File: src/rtl/core/cana_pkg.sv
// Shared types, codes and helper functions for the CAN node alias negotiator.
// No dependencies; imported by the top level and by its checker.
package cana_pkg;

    localparam int NODE_W  = 48;
    localparam int ALIAS_W = 12;
    localparam int STORE_W = 16;
    localparam int TICK_W  = 8;
    localparam int OP_W    = 3;
    localparam int KIND_W  = 3;
    localparam int CFG_IW  = 2;

    // result queue
    localparam int Q_DEPTH = 4;
    localparam int Q_AW    = 2;
    localparam int Q_CW    = 3;

    localparam logic [NODE_W-1:0]  SEED_ADD     = 48'h1B0C_A37A_4BA9;
    localparam logic [STORE_W-1:0] STORE_NONE_A = 16'h0000;
    localparam logic [STORE_W-1:0] STORE_NONE_B = 16'hFFFF;
    localparam logic [TICK_W-1:0]  TICK_MAX     = 8'hFF;
    localparam logic [TICK_W-1:0]  WAIT_RESET   = 8'd7;

    // input op codes
    localparam logic [OP_W-1:0] OP_POWER_ON      = 3'd0;
    localparam logic [OP_W-1:0] OP_LATE_CONFLICT = 3'd1;
    localparam logic [OP_W-1:0] OP_SLOT_FREE     = 3'd2;
    localparam logic [OP_W-1:0] OP_FRAME_RX      = 3'd3;
    localparam logic [OP_W-1:0] OP_TICK          = 3'd4;

    // frame kinds
    localparam logic [KIND_W-1:0] KIND_CIM0 = 3'd0;
    localparam logic [KIND_W-1:0] KIND_CIM3 = 3'd3;
    localparam logic [KIND_W-1:0] KIND_RID  = 3'd4;
    localparam logic [KIND_W-1:0] KIND_AMD  = 3'd5;

    // negotiation phases
    localparam logic [1:0] PH_IDLE     = 2'd0;
    localparam logic [1:0] PH_ANNOUNCE = 2'd1;
    localparam logic [1:0] PH_WAIT     = 2'd2;
    localparam logic [1:0] PH_CLAIMED  = 2'd3;

    // configuration register indexes
    localparam logic [CFG_IW-1:0] CFG_NODE_ID      = 2'd0;
    localparam logic [CFG_IW-1:0] CFG_STORED_ALIAS = 2'd1;
    localparam logic [CFG_IW-1:0] CFG_WAIT_TICKS   = 2'd2;

    typedef struct packed {
        logic [KIND_W-1:0]  frame_kind;
        logic [ALIAS_W-1:0] source_alias;
        logic [NODE_W-1:0]  payload;
        logic               save_request;
        logic [NODE_W-1:0]  save_seed;
        logic               last;
    } t_result;

    // XOR of the four 12-bit groups
    function automatic logic [ALIAS_W-1:0] fold_alias(input logic [NODE_W-1:0] s);
        return s[47:36] ^ s[35:24] ^ s[23:12] ^ s[11:0];
    endfunction

    // seed * 513 + SEED_ADD, modulo 2^48
    function automatic logic [NODE_W-1:0] seed_step(input logic [NODE_W-1:0] s);
        return s + {s[NODE_W-10:0], 9'd0} + SEED_ADD;
    endfunction

endpackage

File: src/rtl/core/can_node_alias_negotiator.sv
// CAN node alias negotiator: alias selection, CIM announcement, RID/AMD claim.
// Depends on cana_pkg (codes, result struct, seed and fold functions).
//
//  channel | direction | handshake                  | payload
//  --------+-----------+----------------------------+----------------------------------
//  in      | input     | i_in_valid / o_in_ready    | i_op, i_rx_alias
//  out     | output    | o_out_valid / i_out_ready  | frame_kind, alias, payload, save..
//  cfg     | input     | i_cfg_valid / o_cfg_ready  | i_cfg_index, i_cfg_data
//
// One event per cycle: an accepted event is held in the input register, then
// its state update and its zero to two results land in a four-entry result queue.
// Results leave one per cycle while i_out_ready is high; a timer tick that claims
// pushes both (RID + AMD). The input stage holds while fewer than two queue entries are free.
// Synchronous active-low reset clears state and queue; config is always ready.
module can_node_alias_negotiator
    import cana_pkg::*;
(
    input  logic                 i_clk,
    input  logic                 i_rst_n,
    input  logic                 i_in_valid,
    output logic                 o_in_ready,
    input  logic [OP_W-1:0]      i_op,
    input  logic [ALIAS_W-1:0]   i_rx_alias,
    output logic                 o_out_valid,
    input  logic                 i_out_ready,
    output logic [KIND_W-1:0]    o_frame_kind,
    output logic [ALIAS_W-1:0]   o_source_alias,
    output logic [NODE_W-1:0]    o_payload,
    output logic                 o_save_request,
    output logic [NODE_W-1:0]    o_save_seed,
    output logic                 o_last,
    input  logic                 i_cfg_valid,
    output logic                 o_cfg_ready,
    input  logic [CFG_IW-1:0]    i_cfg_index,
    input  logic [NODE_W-1:0]    i_cfg_data
);

    // configuration
    logic [NODE_W-1:0]  r_node_id;
    logic [STORE_W-1:0] r_stored_alias;
    logic [TICK_W-1:0]  r_wait_ticks;

    // input register
    logic               r_in_vld;
    logic [OP_W-1:0]    r_op;
    logic [ALIAS_W-1:0] r_rx_alias;

    // negotiation state
    logic [1:0]         r_phase,      n_phase;
    logic [1:0]         r_next_cim,   n_next_cim;
    logic [TICK_W-1:0]  r_tick_count, n_tick_count;
    logic [NODE_W-1:0]  r_seed,       n_seed;
    logic [ALIAS_W-1:0] r_alias,      n_alias;
    logic               r_dirty,      n_dirty;

    // result queue
    t_result            r_q [Q_DEPTH];
    logic [Q_AW-1:0]    r_head, r_tail;
    logic [Q_CW-1:0]    r_count;

    logic               in_xfer, out_xfer, fire;
    logic [1:0]         push_cnt;
    t_result            res0, res1;
    logic [NODE_W-1:0]  step_seed;
    logic [TICK_W-1:0]  tick_inc;
    logic [ALIAS_W-1:0] cim_slice;

    assign o_cfg_ready = 1'b1;
    assign out_xfer    = o_out_valid && i_out_ready;
    assign fire        = r_in_vld && (r_count <= Q_CW'(Q_DEPTH - 2));
    assign o_in_ready  = !r_in_vld || fire;
    assign in_xfer     = i_in_valid && o_in_ready;

    assign step_seed = seed_step(r_seed);
    assign tick_inc  = (r_tick_count == TICK_MAX) ? r_tick_count : r_tick_count + 8'd1;

    always_comb begin
        case (r_next_cim)
            2'd0:    cim_slice = r_node_id[47:36];
            2'd1:    cim_slice = r_node_id[35:24];
            2'd2:    cim_slice = r_node_id[23:12];
            default: cim_slice = r_node_id[11:0];
        endcase
    end

    always_comb begin
        n_phase      = r_phase;
        n_next_cim   = r_next_cim;
        n_tick_count = r_tick_count;
        n_seed       = r_seed;
        n_alias      = r_alias;
        n_dirty      = r_dirty;
        push_cnt     = 2'd0;

        res0.frame_kind   = {1'b0, r_next_cim};
        res0.source_alias = r_alias;
        res0.payload      = {{(NODE_W-ALIAS_W){1'b0}}, cim_slice};
        res0.save_request = 1'b0;
        res0.save_seed    = r_seed;
        res0.last         = 1'b1;

        res1.frame_kind   = KIND_AMD;
        res1.source_alias = r_alias;
        res1.payload      = r_node_id;
        res1.save_request = 1'b0;
        res1.save_seed    = r_seed;
        res1.last         = 1'b1;

        case (r_op)
            OP_POWER_ON: begin
                n_seed = r_node_id;
                if (r_stored_alias == STORE_NONE_A || r_stored_alias == STORE_NONE_B) begin
                    n_alias = fold_alias(r_node_id);
                    n_dirty = 1'b1;
                end else begin
                    n_alias = r_stored_alias[ALIAS_W-1:0];
                    n_dirty = 1'b0;
                end
                n_phase      = PH_ANNOUNCE;
                n_next_cim   = 2'd0;
                n_tick_count = '0;
            end
            OP_LATE_CONFLICT: begin
                n_seed       = step_seed;
                n_alias      = fold_alias(step_seed);
                n_dirty      = 1'b1;
                n_phase      = PH_ANNOUNCE;
                n_next_cim   = 2'd0;
                n_tick_count = '0;
            end
            OP_SLOT_FREE: begin
                if (r_phase == PH_ANNOUNCE) begin
                    push_cnt = 2'd1;
                    if (r_next_cim == 2'd3) begin
                        n_phase      = PH_WAIT;
                        n_tick_count = '0;
                    end else begin
                        n_next_cim = r_next_cim + 2'd1;
                    end
                end
            end
            OP_FRAME_RX: begin
                if ((r_phase == PH_ANNOUNCE || r_phase == PH_WAIT) && r_rx_alias == r_alias) begin
                    n_seed       = step_seed;
                    n_alias      = fold_alias(step_seed);
                    n_dirty      = 1'b1;
                    n_phase      = PH_ANNOUNCE;
                    n_next_cim   = 2'd0;
                    n_tick_count = '0;
                end
            end
            OP_TICK: begin
                if (r_phase == PH_WAIT) begin
                    n_tick_count = tick_inc;
                    if (tick_inc >= r_wait_ticks) begin
                        res0.frame_kind   = KIND_RID;
                        res0.payload      = '0;
                        res0.save_request = r_dirty;
                        res0.last         = 1'b0;
                        push_cnt          = 2'd2;
                        n_phase           = PH_CLAIMED;
                    end
                end
            end
            default: begin
            end
        endcase
    end

    always_ff @(posedge i_clk) begin
        if (!i_rst_n) begin
            r_node_id      <= '0;
            r_stored_alias <= '0;
            r_wait_ticks   <= WAIT_RESET;
        end else if (i_cfg_valid) begin
            case (i_cfg_index)
                CFG_NODE_ID:      r_node_id      <= i_cfg_data;
                CFG_STORED_ALIAS: r_stored_alias <= i_cfg_data[STORE_W-1:0];
                CFG_WAIT_TICKS:   r_wait_ticks   <= i_cfg_data[TICK_W-1:0];
                default: begin
                end
            endcase
        end
    end

    // input register: load on transfer, drop once processed
    always_ff @(posedge i_clk) begin
        if (!i_rst_n) begin
            r_in_vld <= 1'b0;
        end else begin
            r_in_vld <= in_xfer || (r_in_vld && !fire);
        end
    end

    always_ff @(posedge i_clk) begin
        if (in_xfer) begin
            r_op       <= i_op;
            r_rx_alias <= i_rx_alias;
        end
    end

    always_ff @(posedge i_clk) begin
        if (!i_rst_n) begin
            r_phase      <= PH_IDLE;
            r_next_cim   <= '0;
            r_tick_count <= '0;
            r_seed       <= '0;
            r_alias      <= '0;
            r_dirty      <= 1'b0;
        end else if (fire) begin
            r_phase      <= n_phase;
            r_next_cim   <= n_next_cim;
            r_tick_count <= n_tick_count;
            r_seed       <= n_seed;
            r_alias      <= n_alias;
            r_dirty      <= n_dirty;
        end
    end

    always_ff @(posedge i_clk) begin
        if (!i_rst_n) begin
            r_head  <= '0;
            r_tail  <= '0;
            r_count <= '0;
        end else begin
            if (out_xfer) begin
                r_head <= r_head + Q_AW'(1);
            end
            if (fire) begin
                r_tail <= r_tail + Q_AW'(push_cnt);
            end
            r_count <= r_count + (fire ? Q_CW'(push_cnt) : Q_CW'(0)) - Q_CW'(out_xfer);
        end
    end

    always_ff @(posedge i_clk) begin
        if (fire && push_cnt != 2'd0) begin
            r_q[r_tail] <= res0;
        end
        if (fire && push_cnt == 2'd2) begin
            r_q[r_tail + Q_AW'(1)] <= res1;
        end
    end

    assign o_out_valid    = (r_count != '0);
    assign o_frame_kind   = r_q[r_head].frame_kind;
    assign o_source_alias = r_q[r_head].source_alias;
    assign o_payload      = r_q[r_head].payload;
    assign o_save_request = r_q[r_head].save_request;
    assign o_save_seed    = r_q[r_head].save_seed;
    assign o_last         = r_q[r_head].last;

endmodule

File: config.mk
export PLATFORM = sky130hd
export DESIGN_NAME = can_node_alias_negotiator
export DESIGN_NICKNAME = d
export VERILOG_FILES = /design/src/rtl/core/cana_pkg.sv /design/src/rtl/core/can_node_alias_negotiator.sv
export SDC_FILE = /design/constraint.sdc
export NUM_CORES = 1
export LEC_CHECK = 0
export BUFFER_PORTS_ARGS = -buffer_cell sky130_fd_sc_hd__buf_2
export CAP_MARGIN = 20
export CORE_MARGIN = 2
export CORE_UTILIZATION = 60
export DETAILED_ROUTE_END_ITERATION = 16
export PLACE_DENSITY_LB_ADDON = 0.3
export SYNTH_ARGS = -nofsm -noshare
export SYNTH_HDL_FRONTEND = slang
export SYNTH_SLANG_ARGS = --single-unit
export TNS_END_PERCENT = 20
File: constraint.sdc
create_clock -name i_clk -period 7.15 [get_ports i_clk]
set_input_delay 2.145 -clock i_clk [delete_from_list [all_inputs] [get_ports i_clk]]
set_output_delay 2.145 -clock i_clk [all_outputs]
set_load 0.1 [all_outputs]
* Word-level counts from Yosys, hierarchy flattened
Memories as Yosys holds them, arrays and structs flattened. A register that Yosys moved wholly into a read port is not among the register bits.
Cells that the tools add are included.
** Operators by class
- $add $sub $neg :: 9
- Order comparisons :: 2
- Equal/unequal tests :: 21
- Mux-type cells :: 45
- Bitwise gates (word level) :: 6
- Reduce and logical (&&, ||, !) cells :: 30
** Operators by type and width (count)
- 48-bit one-hot mux with 3 select lines :: 1
- 12-bit one-hot mux with 3 select lines :: 2
- 12-bit XOR :: 6
- 48-bit by 45-bit adder with 48-bit output (second input constant) :: 1
- 48-bit adder :: 1
- 48-bit 2-to-1 mux :: 1
- 8-bit 2-to-1 mux :: 5
- 13-bit 2-to-1 mux :: 3
- 8-bit one-hot mux with 4 select lines :: 1
- 2-bit 2-to-1 mux :: 13
- 12-bit 2-to-1 mux :: 2
- 16-bit == test (second input constant) :: 1
- 16-bit logical NOT :: 1
- 12-bit == test :: 1
- 2-bit != test (second input constant) :: 6
- 2-bit == test (second input constant) :: 5
- 1-bit 2-to-1 mux :: 10
- 3-bit 2-to-1 mux :: 3
- 3-bit nonzero test :: 3
- 8-bit by 1-bit adder with 8-bit output (second input constant) :: 1
- 8-bit == test (second input constant) :: 1
- 8-bit greater-or-equal comparator :: 1
- 2-bit one-hot mux with 4 select lines :: 1
- 1-bit logical AND :: 7
- other kinds (24) :: 36
** Word-level totals
- Register bits after elaboration :: 168
- Memory bits (writable) :: 452
- Input bits :: 70
- Output and inout port bits :: 116
- Memories :: 1
** Memory list
- r_q :: depth 4, width 113, rd ports 1, clocked after Yosys merged registers in 1, write ports 2, RTL line can_node_alias_negotiator.sv:57 : t_result r_q [Q_DEPTH];

* Longest topological paths before layout
Gate-level depths: netlist (run 1).
- Depth in word-level cells :: 10
- Mapped depth :: 20

* Least setup slack after synthesis (run 1)
No wires, ideal clock.
- Path type :: reg2reg
- Start point :: register r_tick_count[0]
- End point :: memory r_q[2][102] (netlist bit), data pin
- Library setup time :: 0.261 ns
- Arrival :: 4.517 ns
- Data required time :: 6.889 ns
- Slack :: 2.373 ns
- Stages on the path, launching flop included :: 20
- Path buffers :: 3
- Cell sequence :: dfxtp_1 > ha_1 > nand3_1 > or2_2 > clkbuf_1 > xnor2_1 > ha_1 > nand2b_1 > a21o_1 > a21o_1 > a21o_1 > a21o_1 > a2111oi_4 > nor3_2 > o21ai_1 > and2_1 > buf_2 > inv_2 > buf_2 > and2_1
** RTL lines
- start, declared :: RTL line can_node_alias_negotiator.sv:51 : logic [TICK_W-1:0] r_tick_count, n_tick_count;
- start signal, assigned :: RTL line can_node_alias_negotiator.sv:213 : r_tick_count <= n_tick_count;
- end, declared :: RTL line can_node_alias_negotiator.sv:57

==> metrics.txt, run 1 <==
Crit Path Class reg2reg; area of the multi-input gates 12720 sq um; Total Routed Length 84340 um; post-cts resize count 0; fin cells 3486; Final GP Congestion 0.9396; Setup TNS Final 0 ns; layout cells sized above 1 0.1622; pin count of the biggest net entering global routing 79; vias per cell 6.248; Area Growth Syn to Fin 10.98%; total CTS buffers 66; FILL cells 3755; CTS Hold Bufs 0; CP Capture Type register; Worst-Skew Late Latency 0.61 ns; Final Skew 0.02883 ns; critical path's slowest cell buf_4; register area share after synthesis 0.5496; Post-synth EDFFs 447; area occupied by registers 16930 sq um; first-pass GRT wire length 126700 um; MaxCap Viol Count 0; routed vias 21.78k; Syn. warnings 0; CP Depth 17; largest stage delay on the critical path 0.86 ns; placed cells 3367; area post-placement 32060 sq um; WP data arrival 5.99 ns; Final Total Pwr 12.38 mW; worst path required time 7.37 ns; Tightest Hold Check Type reg2reg; max-slew violations 0; Synth top area share 0.4358; final core utilization 0.6703; Mapped Area 30800 sq um; CP Cell Sequence ha_1 > nand3_1 > or2_2 > xnor2_1 > ha_1 > nand2b_1 > a21o_1 > a21o_1 > a21o_1 > a21o_1 > a2111oi_4 > nor3_4 > buf_4 > nand2_1 > and2_1 > inv_4 > buf_4; fin crit share 0.8076; startpoint types register; Die Area 53160 sq um; ANT cells 0; Post-Syn Nets 2834; Crit path top cell by count a21o_1; status completed; unrepaired setup endpoints after global routing no; final worst setup slack 1.376 ns; 1st-iter DRT viols 2416; Max clock buf depth 3; Area contributors post-synth edfxtp_1 (44%), dfxtp_1 (11%), mux4_2 (8.3%), and2_1 (4.3%), ha_1 (4.2%); CP Buf/Inv Count 3; Hold Path Depth 1; setup bufs post-CTS 0; r2r setup slk 1.38 ns; Detail Placement HPWL 54860 um; vias in the first global route 21.24k; Initial Util 0.6040; Worst path top cell family by delay buffers and inverters; CTS clk-pin slew, worst paths 0.06 ns; cells after synthesis 2660; Rel. slew slack 0.2686; leakage 12.79 nW; Post-DRT Antenna Nets 0; Pre-antenna DRT Iters 7; Fmax 173.2 MHz; Post-Place Worst Slack 1.394 ns; Tot GR Track Use 0.3174; DRC 0; H-tree depth 3; endpoints failing hold 0; Sinks on Clock Net 622; most common cell in the netlist edfxtp_1; post-route cell area 34180 sq um; most frequent cells after synthesis edfxtp_1 (447), nand2_1 (274), nor2_1 (229); IO Pins 186; CTS root buffer clkbuf_16; layout net count 2930; initial antenna violation count 0; gr ovfl total 0; FFs w/ async S/R, synth 0; Pwr Density 362.2 nW/um^2; # port buffers 184; Crit Path Max Fanout 78; chip height 230.6 um; final hold slack 0.4603 ns; Slew @ Worst Pin 1.097 ns; Setup violations, final 0; row count 83; CORE AREA 50990 sq um; Post-synth top flop edfxtp_1; Netlist cell types 80; area leader, netlist edfxtp_1; Die Span X 230.6 um; post-DR wirelength/cell 24.19 um; Syn Area/Cell 11.58 sq um; worst vdd ir 411.3 uV; post-layout minimum cycle time 5.774 ns; Synth Register Bits 622; reg2reg path depth 17; TritonCTS clock tree yes
worst register-to-register path, cell delays in order, from the launching register on:
cell and delay [ns]:
dfxtp_1 0.40, ha_1 0.29, nand3_1 0.12, or2_2 0.34, xnor2_1 0.15, ha_1 0.27, nand2b_1 0.10, a21o_1 0.11
a21o_1 0.11, a21o_1 0.10, a21o_1 0.15, a2111oi_4 0.11, nor3_4 0.36, buf_4 0.58, nand2_1 0.31, and2_1 0.30
inv_4 0.63, buf_4 0.86
layout by cell type (no fill, tap or decap), types with 14 or more instances in the layout:
cell type	n
a211oi_1	22
a21o_1	30
a21oi_1	172
a22o_1	16
a311oi_1	14
and2_1	209
and3_1	79
buf_2	184
buf_4	20
clkbuf_1	16
clkbuf_16	67
dfxtp_1	173
edfxtp_1	447
ha_1	103
inv_1	100
mux4_2	113
nand2_1	274
nand2b_1	18
nand3_1	23
nand4_1	16
nor2_1	227
nor3_1	15
o211ai_1	19
o21ai_0	95
xnor2_1	103
xor2_1	29
path summary, 6_finish.rpt:
kind | start | end
worst max-delay path | r_tick_count[0] | r_q[1][12]
worst min-delay path | r_q[3][0] | r_q[3][0]
worst max register to register | r_tick_count[0] | r_q[1][12]
worst min register to register | r_q[3][0] | r_q[3][0]
metal layers:
metal / global-route usage / vias up / wire [um]
li1: - / 9799 / -
met1: 0.4311 / 10730 / 33500
met2: 0.5118 / 1049 / 39960
met3: 0.04867 / 208 / 7202
met4: 0.1393 / 0 / 3678
met5: 0 / - / 0
state kept, by name, summed over array words and instances (netlist names), named ones only:
| name | flops |
|---|---|
| r_alias | 12 |
| r_wait_ticks | 8 |
| r_node_id | 48 |
| r_rx_alias | 12 |
| r_q | 452 |
| r_stored_alias | 16 |
| r_next_cim | 2 |
| r_tail | 2 |
| r_op | 3 |
| r_count | 3 |
| r_in_vld | 1 |
| r_head | 2 |
| r_tick_count | 8 |
| r_seed | 48 |
| r_phase | 2 |
| r_dirty | 1 |
where the power goes:
part	switching, mW	leakage (nW)	internal, mW
registers	0.186	5.53	3.89
logic	3.78	6.22	1.14
clock network	1.41	1.04	1.98
layout make-up:
class	instances	share of cell area
clock inverters	28	0.008383
flip-flops and latches	622	0.4954
repair buffers	208	0.03331
multi-input cells	1750	0.3723
clock buffers	90	0.05345
inverters	108	0.01223
well taps	680	0.02489
cell families (layout without fill, tap and decap cells):
family / Yosys count / after routing / synth area share
xor+xnor: 135 / 135 / 0.03973
fa+ha+maj: 104 / 104 / 0.04249
mux: 126 / 126 / 0.08686
flops: 622 / 622 / 0.5496
buf+inv: 288 / 434 / 0.03876
simple gates: 912 / 912 / 0.1440
compound gates: 472 / 472 / 0.09844
other cells: 1 / 1 / 0.0001218
No activity file was read; power rests on OpenSTA's default activity.
==> inputs of run 2 (changes only) <==
clock period = 5.9 ns   (was 7.15 ns; I/O delays follow)
==> metrics.txt, run 2 (synthesis gave the netlist of run 1 again) <==
CTS Hold Bufs 0; H-tree depth 2; Sinks on Clock Net 622; Slew @ Worst Pin 1.080 ns; Worst-Skew Late Latency 0.65 ns; IO Pins 186; Setup violations, final 0; startpoint types register; layout cells sized above 1 0.1650; Crit Path Class reg2reg; Die Area 53160 sq um; worst path required time 6.22 ns; ANT cells 0; Detail Placement HPWL 54490 um; pin count of the biggest net entering global routing 90; first-pass GRT wire length 125800 um; unrepaired setup endpoints after global routing no; critical path's slowest cell a2111oi_4; row count 83; setup bufs post-CTS 0; Pre-antenna DRT Iters 8; CTS root buffer clkbuf_16; area of the multi-input gates 12720 sq um; Final Total Pwr 14.88 mW; largest registers r_q x452, r_node_id x48, r_seed x48; gr ovfl total 0; Biggest register r_q; CP Buf/Inv Count 3; routed vias 21.75k; Post-DRT Antenna Nets 0; Initial Util 0.6040; largest stage delay on the critical path 0.54 ns; Pwr Density 434.1 nW/um^2; commonest non-fill, non-tap cell in the layout edfxtp_1; total CTS buffers 61; 1st-iter DRT viols 2351; DRC 0; leakage 12.83 nW; initial antenna violation count 0; status completed; chip height 230.6 um; Max clock buf depth 3; final core utilization 0.6721; Crit Path Max Fanout 70; Tot GR Track Use 0.3125; Crit path top cell by count a21o_1; MaxCap Viol Count 0; fin crit share 0.8356; FILL cells 3767; Die Span X 230.6 um; max reg flops 452; worst vdd ir 535.5 uV; vias in the first global route 21.32k; Total Routed Length 82940 um; area occupied by registers 16930 sq um; area post-placement 32150 sq um; max-slew violations 0; Final Skew 0.03345 ns; WP data arrival 5.25 ns; post-DR wirelength/cell 23.75 um; Rel. slew slack 0.2798; CTS clk-pin slew, worst paths 0.06 ns; Worst path top cell family by delay compound AO/OA/AOI/OAI gates; post-layout minimum cycle time 4.930 ns; Final GP Congestion 0.9467; # port buffers 184; layout net count 2933; final hold slack 0.4634 ns; Setup TNS Final 0 ns; most frequent cells in the layout edfxtp_1 (447), nand2_1 (274), nor2_1 (227), and2_1 (209), buf_2 (184); Fmax 202.8 MHz; CP Capture Type register; CP Cell Sequence ha_1 > nand3_1 > or2_2 > xnor2_1 > ha_1 > nand2b_1 > a21o_1 > a21o_1 > a21o_1 > a21o_1 > a2111oi_4 > nor3_4 > inv_2 > a21o_2 > and2_1 > inv_4 > buf_12; vias per cell 6.229; endpoints failing hold 0; Area Growth Syn to Fin 11.28%; post-cts resize count 0; TritonCTS clock tree yes; post-route cell area 34270 sq um; CORE AREA 50990 sq um; Tightest Hold Check Type reg2reg
[run 2: cell count changes in the layout (fill, tap and decap cells not counted), sizes merged]
cell	delta
clkbuf	-6
buf	+7
inv	-4
clkinv	+9
[run 2: final timing paths]
kind | startpoint | slack [ns] | depth (start not counted) | end
max | r_tick_count[0] | 0.97 | 17 | r_q[3][9]
max reg2reg | r_tick_count[0] | 0.97 | 17 | r_q[3][9]
min reg2reg | r_q[1][112] | 0.46 | 2 | r_q[1][112]
min | r_q[1][112] | 0.46 | 2 | r_q[1][112]
[run 2: worst min-delay path, stage by stage (launching register included)]
cell	delay, ns
dfxtp_1	0.33
nand2_1	0.04
o21ai_0	0.06
[run 2: where the power goes]
part / switching, mW / internal [mW] / total (mW)
registers: 0.159 / 4.71 / 4.87
logic: 4.63 / 1.39 / 6.02
clock network: 1.69 / 2.30 / 3.99
[run 2: per-stage QoR]
step	worst slack, ns	cells
floorplan	1.123	2660
global placement	1.106	3372
detailed placement	0.9990	3372
CTS	0.9807	3488
global route	0.6356	3492
finish	0.9698	3492
[run 2: final cells by class]
type	instances	share of cell area
sequential	622	0.4941
multi-input combinational	1750	0.3713
clock buffer	83	0.05111
timing repair buffer	216	0.03717
tap	680	0.02483
inverter	108	0.01219
clock inverter	33	0.009310
[run 2: routing by layer]
| metal | part of all wire | track usage | vias up |
|---|---|---|---|
| met5 | 0 | 0 | - |
| met1 | 0.39 | 0.4324 | 10590 |
| met2 | 0.47 | 0.4944 | 1141 |
| met4 | 0.045 | 0.1310 | 0 |
| met3 | 0.095 | 0.05212 | 217 |
| li1 | - | - | 9804 |
